[src/hw/rtl/fgd_pkg.sv]
// Shared constants, types and gate helpers for the filter geometry decoder.
package fgd_pkg;

    localparam int NUM_BANDS  = 32;
    localparam int KEY_FRAMES = 128;

    localparam int IDW  = 16;                     // filter number width
    localparam int TNW  = $clog2(2 * KEY_FRAMES); // holds a time length and its successor
    localparam int BW   = $clog2(NUM_BANDS + 1);  // band counters
    localparam int GW   = BW + 3;                 // group size: positions times types
    localparam int TWO  = 10;                     // output time width
    localparam int BWO  = 7;                      // output band width / start band
    localparam int STW  = 3;                      // output shape type

    // Shared subtract/compare unit result.
    typedef struct packed {
        logic [IDW-1:0] diff;
        logic           gt;
    } t_alu_res;

    // Bit k set when type k+1 is counted at this time length and band width.
    function automatic logic [5:0] gate_mask(input logic t_gt1, input logic t_gt3,
                                             input logic wb_gt1, input logic wb_gt3);
        gate_mask = {wb_gt3, t_gt3, t_gt1 & wb_gt1, wb_gt1, t_gt1, 1'b1};
    endfunction

    function automatic logic [2:0] mask_count(input logic [5:0] mask);
        logic [2:0] cnt;
        cnt = '0;
        for (int k = 0; k < 6; k++) begin
            cnt = cnt + 3'(mask[k]);
        end
        mask_count = cnt;
    endfunction

    // Type number of the n-th enabled gate, n one-based.
    function automatic logic [STW-1:0] nth_type(input logic [5:0] mask, input logic [2:0] n);
        logic [2:0]     cnt;
        logic [STW-1:0] res;
        cnt = '0;
        res = '0;
        for (int k = 0; k < 6; k++) begin
            cnt = cnt + 3'(mask[k]);
            if (mask[k] && cnt == n && res == '0) begin
                res = STW'(k + 1);
            end
        end
        nth_type = res;
    endfunction

endpackage

[src/hw/rtl/fgd_alu.sv]
// Shared subtract and compare unit used by every step of the walk.
module fgd_alu (
    input  logic [fgd_pkg::IDW-1:0] i_a,
    input  logic [fgd_pkg::IDW-1:0] i_b,
    output fgd_pkg::t_alu_res       o_res
);

    always_comb begin
        o_res.diff = i_a - i_b;
        o_res.gt   = i_a > i_b;
    end

endmodule

[src/hw/rtl/fgd_next_time.sv]
// Next time length: 1.5*t rounded up to even, at least t+1.
module fgd_next_time (
    input  logic [fgd_pkg::TNW-1:0] i_t,
    output logic [fgd_pkg::TNW-1:0] o_next
);

    logic [fgd_pkg::TNW+1:0] half;
    logic [fgd_pkg::TNW+1:0] rnd;
    logic [fgd_pkg::TNW+1:0] inc;

    always_comb begin
        half   = ((fgd_pkg::TNW+2)'(i_t) * (fgd_pkg::TNW+2)'(3) + (fgd_pkg::TNW+2)'(1)) >> 1;
        rnd    = half + (fgd_pkg::TNW+2)'(half[0]);
        inc    = (fgd_pkg::TNW+2)'(i_t) + (fgd_pkg::TNW+2)'(1);
        o_next = (rnd > inc) ? rnd[fgd_pkg::TNW-1:0] : inc[fgd_pkg::TNW-1:0];
    end

endmodule

[src/hw/rtl/filter_id_to_geometry_decoder.sv]
// Top level: filter number to filter geometry decoder with a sequenced walk.
// Pulse start with a filter number while busy is low; busy rises the next cycle and
// the result word appears on the o_ result ports for exactly one cycle, marked by
// o_valid, as busy falls. The receiver cannot stall, so capture it in that cycle.
// The walk steps one (time length, band width) group per cycle through a single
// shared subtract/compare unit, then steps start bands inside the matching group on
// the same unit. With 32 bands and 128 key frames there are 11*32 = 352 groups.
// A new word can be taken at the edge that ends the result cycle. Number zero or
// any number past the last filter gives found=0 and zero fields.
module filter_id_to_geometry_decoder (
    input  logic                       i_clk,
    input  logic                       i_rst_n,
    input  logic                       start,
    input  logic [fgd_pkg::IDW-1:0]    i_filter_number,
    output logic                       busy,
    output logic                       o_valid,
    output logic                       o_found,
    output logic [fgd_pkg::TWO-1:0]    o_time_width,
    output logic [fgd_pkg::BWO-1:0]    o_band_width,
    output logic [fgd_pkg::BWO-1:0]    o_start_band,
    output logic [fgd_pkg::STW-1:0]    o_shape_type
);

    typedef enum logic [1:0] {
        S_IDLE,
        S_SCAN,   // skip whole groups while the remainder exceeds the group size
        S_DIV     // step start bands inside the matching group
    } t_state;

    t_state                    r_state, n_state;
    logic [fgd_pkg::IDW-1:0]   r_rem, n_rem;   // filters left to count, one-based
    logic [fgd_pkg::TNW-1:0]   r_t, n_t;
    logic [fgd_pkg::BW-1:0]    r_wb, n_wb;
    logic [fgd_pkg::BW-1:0]    r_fb, n_fb;
    logic                      r_valid, n_valid;
    logic                      r_found, n_found;
    logic [fgd_pkg::TWO-1:0]   r_tw, n_tw;
    logic [fgd_pkg::BWO-1:0]   r_bw, n_bw;
    logic [fgd_pkg::BWO-1:0]   r_sb, n_sb;
    logic [fgd_pkg::STW-1:0]   r_st, n_st;

    logic [5:0]                mask;
    logic [2:0]                g;
    logic [fgd_pkg::BW-1:0]    positions;
    logic [fgd_pkg::GW-1:0]    gsize;
    logic [fgd_pkg::IDW-1:0]   alu_b;
    fgd_pkg::t_alu_res         alu;
    logic [fgd_pkg::TNW-1:0]   t_next;

    // Types counted at each position of the current group, and group size.
    always_comb begin
        mask      = fgd_pkg::gate_mask(r_t > fgd_pkg::TNW'(1), r_t > fgd_pkg::TNW'(3),
                                       r_wb > fgd_pkg::BW'(1), r_wb > fgd_pkg::BW'(3));
        g         = fgd_pkg::mask_count(mask);
        positions = fgd_pkg::BW'(fgd_pkg::NUM_BANDS + 1) - r_wb;
        gsize     = fgd_pkg::GW'(positions) * fgd_pkg::GW'(g);
        alu_b     = (r_state == S_DIV) ? fgd_pkg::IDW'(g) : fgd_pkg::IDW'(gsize);
    end

    fgd_alu u_alu (
        .i_a   (r_rem),
        .i_b   (alu_b),
        .o_res (alu)
    );

    fgd_next_time u_next_time (
        .i_t    (r_t),
        .o_next (t_next)
    );

    always_comb begin
        n_state = r_state;
        n_rem   = r_rem;
        n_t     = r_t;
        n_wb    = r_wb;
        n_fb    = r_fb;
        n_valid = 1'b0;
        n_found = r_found;
        n_tw    = r_tw;
        n_bw    = r_bw;
        n_sb    = r_sb;
        n_st    = r_st;
        case (r_state)
            S_IDLE: begin
                if (start) begin
                    n_state = S_SCAN;
                    n_rem   = i_filter_number;
                    n_t     = fgd_pkg::TNW'(1);
                    n_wb    = fgd_pkg::BW'(1);
                    n_fb    = fgd_pkg::BW'(1);
                end
            end
            S_SCAN: begin
                if (r_rem == '0) begin
                    n_state = S_IDLE;
                    n_valid = 1'b1;
                    n_found = 1'b0;
                    n_tw    = '0;
                    n_bw    = '0;
                    n_sb    = '0;
                    n_st    = '0;
                end else if (alu.gt) begin
                    n_rem = alu.diff;
                    if (r_wb == fgd_pkg::BW'(fgd_pkg::NUM_BANDS)) begin
                        n_wb = fgd_pkg::BW'(1);
                        if (t_next >= fgd_pkg::TNW'(fgd_pkg::KEY_FRAMES)) begin
                            // ran off the end of the enumeration
                            n_state = S_IDLE;
                            n_valid = 1'b1;
                            n_found = 1'b0;
                            n_tw    = '0;
                            n_bw    = '0;
                            n_sb    = '0;
                            n_st    = '0;
                        end else begin
                            n_t = t_next;
                        end
                    end else begin
                        n_wb = r_wb + fgd_pkg::BW'(1);
                    end
                end else begin
                    n_state = S_DIV;
                    n_fb    = fgd_pkg::BW'(1);
                end
            end
            S_DIV: begin
                if (alu.gt) begin
                    n_rem = alu.diff;
                    n_fb  = r_fb + fgd_pkg::BW'(1);
                end else begin
                    n_state = S_IDLE;
                    n_valid = 1'b1;
                    n_found = 1'b1;
                    n_tw    = fgd_pkg::TWO'(r_t);
                    n_bw    = fgd_pkg::BWO'(r_wb);
                    n_sb    = fgd_pkg::BWO'(r_fb);
                    n_st    = fgd_pkg::nth_type(mask, r_rem[2:0]);
                end
            end
            default: begin
                n_state = S_IDLE;
            end
        endcase
    end

    always_ff @(posedge i_clk) begin
        if (!i_rst_n) begin
            r_state <= S_IDLE;
            r_valid <= 1'b0;
            r_found <= 1'b0;
        end else begin
            r_state <= n_state;
            r_valid <= n_valid;
            r_found <= n_found;
        end
        r_rem <= n_rem;
        r_t   <= n_t;
        r_wb  <= n_wb;
        r_fb  <= n_fb;
        r_tw  <= n_tw;
        r_bw  <= n_bw;
        r_sb  <= n_sb;
        r_st  <= n_st;
    end

    assign busy         = (r_state != S_IDLE);
    assign o_valid      = r_valid;
    assign o_found      = r_found;
    assign o_time_width = r_tw;
    assign o_band_width = r_bw;
    assign o_start_band = r_sb;
    assign o_shape_type = r_st;

`ifndef SYNTHESIS
    a_busy_after_start: assert property (@(posedge i_clk) disable iff (!i_rst_n)
        (start && !busy) |=> busy)
        else $error("busy did not rise after an accepted word");

    a_valid_ends_walk: assert property (@(posedge i_clk) disable iff (!i_rst_n)
        o_valid |-> (!busy && $past(busy)))
        else $error("result word outside the end of a walk");

    a_not_found_zero: assert property (@(posedge i_clk) disable iff (!i_rst_n)
        (o_valid && !o_found) |-> (o_time_width == '0 && o_band_width == '0 &&
                                   o_start_band == '0 && o_shape_type == '0))
        else $error("not-found word carries nonzero fields");

    a_found_shape: assert property (@(posedge i_clk) disable iff (!i_rst_n)
        (o_valid && o_found) |-> (o_shape_type != '0 && o_shape_type <= 3'd6 &&
                                  o_time_width != '0 && o_band_width != '0 &&
                                  o_start_band != '0))
        else $error("found word with bad shape type or zero geometry");

    a_found_fits: assert property (@(posedge i_clk) disable iff (!i_rst_n)
        (o_valid && o_found) |->
            ((8'(o_start_band) + 8'(o_band_width)) <= 8'(fgd_pkg::NUM_BANDS + 1)))
        else $error("found filter runs past the last band");
`endif

endmodule

[config.mk]
export PLATFORM = sky130hd
export DESIGN_NAME = filter_id_to_geometry_decoder
export DESIGN_NICKNAME = d
export VERILOG_FILES = /design/src/hw/rtl/fgd_pkg.sv /design/src/hw/rtl/fgd_alu.sv /design/src/hw/rtl/fgd_next_time.sv /design/src/hw/rtl/filter_id_to_geometry_decoder.sv
export SDC_FILE = /design/constraint.sdc
export NUM_CORES = 1
export LEC_CHECK = 0
export BUFFER_PORTS_ARGS = -buffer_cell sky130_fd_sc_hd__clkbuf_2
export CORE_UTILIZATION = 55
export CTS_CLUSTER_SIZE = 28
export DETAILED_ROUTE_END_ITERATION = 8
export GPL_TIMING_DRIVEN = 0
export PLACE_DENSITY = 0.72
export SLEW_MARGIN = 20
export SYNTH_ARGS = -nofsm -noshare
export SYNTH_HDL_FRONTEND = slang
export SYNTH_SLANG_ARGS = --single-unit
[constraint.sdc]
create_clock -name i_clk -period 14.3 [get_ports i_clk]
set_input_delay 2.145 -clock i_clk [delete_from_list [all_inputs] [get_ports i_clk]]
set_output_delay 2.145 -clock i_clk [all_outputs]
set_load 0.005 [all_outputs]
; ---- Word-level counts from Yosys, hierarchy flattened
; Index checks and enable logic that the tools add are counted.
[word_totals]
wordCells = 158
ff_bits = 67
out_inout_bits = 30
[op_classes]
n_mux = 76
reduce_logical = 27
magnitude_cmp = 7
n_eq_ne = 22
multipliers = 2
addsub = 12
bitwise_logic = 1
[ops]
columns = cell, n
row1 = $mux 3, 20
row2 = $mux 10, 5
row3 = $mux 16, 3
row4 = $mux 8, 6
row5 = $pmux 16 s3, 1
row6 = $mux 6, 7
row7 = $mux 7, 6
row8 = $pmux 7 s2, 2
row9 = $pmux 10 s2, 1
row10 = $pmux 6 s3, 1
row11 = $gt 16x9->1, 1
row12 = $logic_not 16->1, 1
row13 = $ne 2x2->1 const B, 8
row14 = $pmux 8 s2, 1
row15 = $sub 16x9->16, 1
row16 = $logic_not 3->1, 5
row17 = $add 6x1->6 const B, 2
row18 = $eq 3x3->1, 4
row19 = $mux 2, 6
row20 = $pmux 6 s2, 1
row21 = $mux 1, 11
row22 = $add 10x1->10 const B, 1
row23 = $add 9x1->10, 1
row24 = $gt 10x10->1, 1
row25 = other kinds (32), 51

; ---- Logic depth before layout (Yosys ltp)
[depth]
word_depth = 36
ltp_mapped = 28

; ---- Modules after synthesis
; A second synthesis with hierarchy kept.
[unflattened]
cells_unflattened = 596
hier_area_um2 = 5794.3
[modules_own_cells]
columns = mod, n_inst, cells_per_inst, seq_area_each_um2, area_per_inst_um2
row1 = filter_id_to_geometry_decoder, 1, 340, 1851.8, 3838.7
row2 = fgd_next_time, 1, 134, 0.0, 1136.1
row3 = fgd_alu, 1, 122, 0.0, 819.5

; ---- Least setup slack after synthesis
; OpenSTA, ideal clock, no wires.
[synth_timing]
path_kind = register -> register
start = register r_t[7] in the netlist's numbering
end = register r_t[0] in the netlist's numbering (enable)
slack_ps = 7364
setup_time_ps = 385
arrival_ps = 6550
path_stages_with_launch = 28
n_path_buf = 1
required_ps = 13915
synth_period_minus_slack_ps = 6936
path_cell_list = edfxtp_1 > inv_1 > ha_1 > and3_1 > nand2b_1 > a32oi_1 > inv_1 > ha_1 > ha_1 > ha_1 > ha_1 > clkbuf_1 > and2_1 > fa_1 > ha_1 > fa_1 > a21oi_1 > nor2_1 > nor2_1 > xnor2_1 > nand2_1 > ha_1 > nor2_1 > nor2_1 > a311oi_1 > o211a_2 > o32ai_1 > nor3b_1
[synth_between]
elab_chain_cells = 11
word_cells_on_any_way = 21
[synth_rtl]
columns = item, line_no
row1 = "start, declared", filter_id_to_geometry_decoder.sv:32  ; logic [fgd_pkg::TNW-1:0] r_t, n_t;
row2 = "start signal, assigned", filter_id_to_geometry_decoder.sv:157  ; r_t <= n_t;
row3 = $gt 8x1->1, filter_id_to_geometry_decoder.sv:52  ; mask = fgd_pkg::gate_mask(r_t > fgd_pkg::TNW'(1), r_t > fgd_pkg::TNW'(3),
row4 = $add 1x1->2, fgd_pkg.sv:31  ; cnt = cnt + 3'(mask[k]);
row5 = $add 2x1->3, fgd_pkg.sv:31
row6 = $add 3x1->3 (3 in a row), fgd_pkg.sv:31
row7 = $mul 6x3->9, filter_id_to_geometry_decoder.sv:56  ; gsize = fgd_pkg::GW'(positions) * fgd_pkg::GW'(g);
row8 = $mux 9, filter_id_to_geometry_decoder.sv:57  ; alu_b = (r_state == S_DIV) ? fgd_pkg::IDW'(g) : fgd_pkg::IDW'(gsize);
row9 = $gt 16x9->1, fgd_alu.sv:10  ; o_res.gt = i_a > i_b;
row10 = $ne 2x2->1 (no source line), -
row11 = $reduce_and 6->1 (no source line) (*), -
; Mark *: on every way between the ends. The rest lies on a longest branch, timed or not.
; A chain may end at the register's enable or synchronous reset.

; ---- Final worst setup path
[layout_timing]
start = register r_t[7] in the netlist's numbering
end = register r_t[4] in the netlist's numbering (enable)
; The elaborated chain is that of the path after synthesis.

==> metrics.md <==
| Metric | Value |
|---|---|
| Finished Layout Cells | 757 |
| Met1 GRT Util | 31.0% |
| DP HPWL | 8.91 mm |
| Cell mode on critical path | ha_1 |
| P&R area growth vs syn | 11.0% |
| Synth Instances | 564 |
| Vias per inst | 5.57 |
| Hold path cells | 2 |
| EDFF count, synth | 59 |
| DR vias | 4,219 |
| R2R cell count | 27 |
| CTS tree | done |
| Commonest non-fill, non-tap cell in the layout | nor2_1 |
| Post-CTS setup repair buffer count | 0 |
| Critical path type | reg -> reg |
| Placed cell count | 741 |
| Setup tns final | 0 ps |
| Root Buffer | clkbuf_8 |
| CP Launch Point | r_t[7] |
| # diodes | 0 |
| Nets | 709 |
| Data required time of the worst path | 14,280 ps |
| Die Ht | 100 um |
| Met3 Usage GRT | 3.74% |
| Placeable Area | 9330 um2 |
| Cts hold-fix bufs | 0 |
| Worst-Skew Late Latency | 350 ps |
| Rel. slew slack | 27.8% |
| Drt first pass iters | 5 |
| IO Port Bufs | 44 |
| Mapped Area | 5340 um2 |
| Total track usage | 24.5% |
| Register bit total from synthesis | 63 |
| Async set-reset flop share out of synthesis | 0% |
| Final Setup Violations | 0 |
| Critical Path AT | 8090 ps |
| Crit path launch type | flip-flop |
| RSZ-0062 raised after global routing | no |
| Largest net degree at the start of global routing | 24 |
| Flop-to-flop setup slack | 6190 ps |
| Syn. warnings | 0 |
| Vias in the first global route | 4,159 |
| Worst hold path type | reg -> reg |
| DRC violations left | 0 |
| Drt total wl | 11.4 mm |
| Post-synthesis average cell area | 9.46 um2 |
| Period utilization | 56.7% |
| CTS Buffer Depth | 2 |
| CTS Buf Count | 9 |
| Crit path time final | 8110 ps |
| CP max stage delay | 810 ps |
| DR iter-0 viols | 249 |
| Met2 global-route usage | 42.9% |
| Sequential share of the synthesized area | 34.7% |
| Measured slew at the worst slew-check pin | 1080 ps |
| DIE AREA | 10,100 um2 |
| Cell variety after synth | 67 |
| Routed len/inst | 15.1 um |
| Global route hottest layer | met2 |
| Antenna viol nets, final | 0 |
| Critical path capture point type | flip-flop |
| Initial Util | 57.2% |
| Reg2reg start | r_t[7] |
| Clock-pin slew on the worst setup and hold paths | 70 ps |
| Pins over their slew limit | 0 |
| MaxCap Viol Count | 0 |
| Placement Rows | 35 |
| Max Clk Rate | 123 MHz |
| Global-route wire length before repair | 19.3 mm |
| Initial antenna violation count | 0 |
| Clk sink count | 63 |
| H-Tree Depth | 3 |
| Fraction of layout cells with a size suffix above 1 | 15.1% |
| Aggregate global routing overflow | 0 |
| Status | completed |
| DIE WIDTH | 100 um |
| Worst Skew | 7.86 ps |
| Most frequent cells in the layout | nor2_1 (64), ha_1 (60), edfxtp_1 (59) |
| CP max stage cell | nor3b_2 |
| FF-to-FF End | r_t[4] |
| Crit Path Max Fanout | 9 |
| CP endpoint | r_t[4] |
| Ys flop type | edfxtp_1 |
| # IOs | 49 |
| Post_cts resized | 0 |
| RePlAce Congestion | 0.947 |
| Fin. Hold Viols | 0 |
-- state kept, by name, indices dropped and copies added (netlist names) --
name	count
r_rem	16
o_time_width	8
r_t	8
o_band_width	6
o_start_band	6
r_fb	6
r_wb	6
o_shape_type	3
r_state	2
o_found	1
o_valid	1
-- cells in the mapped netlist, drive strengths merged, types with 8 or more instances --
cell type / n / share of area [%]
inv: 37 / 2.6
o21ai: 16 / 1.5
nand4: 12 / 1.4
a211oi: 8 / 1.3
nand3: 16 / 1.5
a21oi: 30 / 2.8
nand2: 39 / 2.7
ha: 60 / 14
xnor2: 37 / 6.1
clkbuf: 13 / 0.91
edfxtp: 59 / 33
and2: 15 / 1.8
buf: 11 / 1.3
nor2b: 9 / 1.1
nor2: 64 / 4.5
xor2: 24 / 3.9
nor3: 8 / 0.84
-- cell type report --
class | count | area, um2
sequential | 63 | 1850
clock buffer | 9 | 124
multi-input combinational | 441 | 3240
inverter | 39 | 146
fill | 803 | 3410
buffer | 24 | 116
clock inverter | 7 | 47.5
timing repair buffer | 45 | 231
tap | 129 | 161
-- layer usage --
layer | routed length [um] | vias up
li1 | - | 2113
met1 | 5170 | 1979
met2 | 5610 | 112
met3 | 457 | 15
met4 | 180 | 0
met5 | 0 | -
-- worst min-delay path by stage --
stage	from	to	slack (ps)
floorplan	o_found	o_found	500
global placement	o_found	o_found	520
detailed placement	o_found	o_found	510
CTS	o_found	o_found	540
global route	o_found	o_found	580
finish	o_found	o_found	540
-- logic make-up after synthesis --
family / synth area share, %
muxes: 1.85
other: 0.0703
AOI/OAI and AO/OA: 12.6
xor gates and xnor gates: 10.0
buffers and inverters: 4.93
DFF: 34.7
and+or+nand+nor: 19.1
adders and majority gates: 16.7
-- worst max-delay path, delay by kind of cell (launching register included) --
family	cells	cell delay, ps
AOI/OAI and AO/OA	7	2100
DFF	1	470
adders and majority gates	9	2690
and+or+nand+nor	8	1720
buffers and inverters	3	750
-- through the flow --
stage	utilization, %	setup WS, ps	area [um2]	hold WS, ps
floorplan	-	7360	5350	498
global placement	61.4	6000	5730	523
detailed placement	61.6	6270	5750	507
CTS	63.5	6230	5920	537
global route	63.5	5660	5920	578
finish	63.5	6190	5920	542
Power is left out: the tool's default activity adds up to more than one toggle a clock period on the data nets, which glitch-free logic cannot reach.
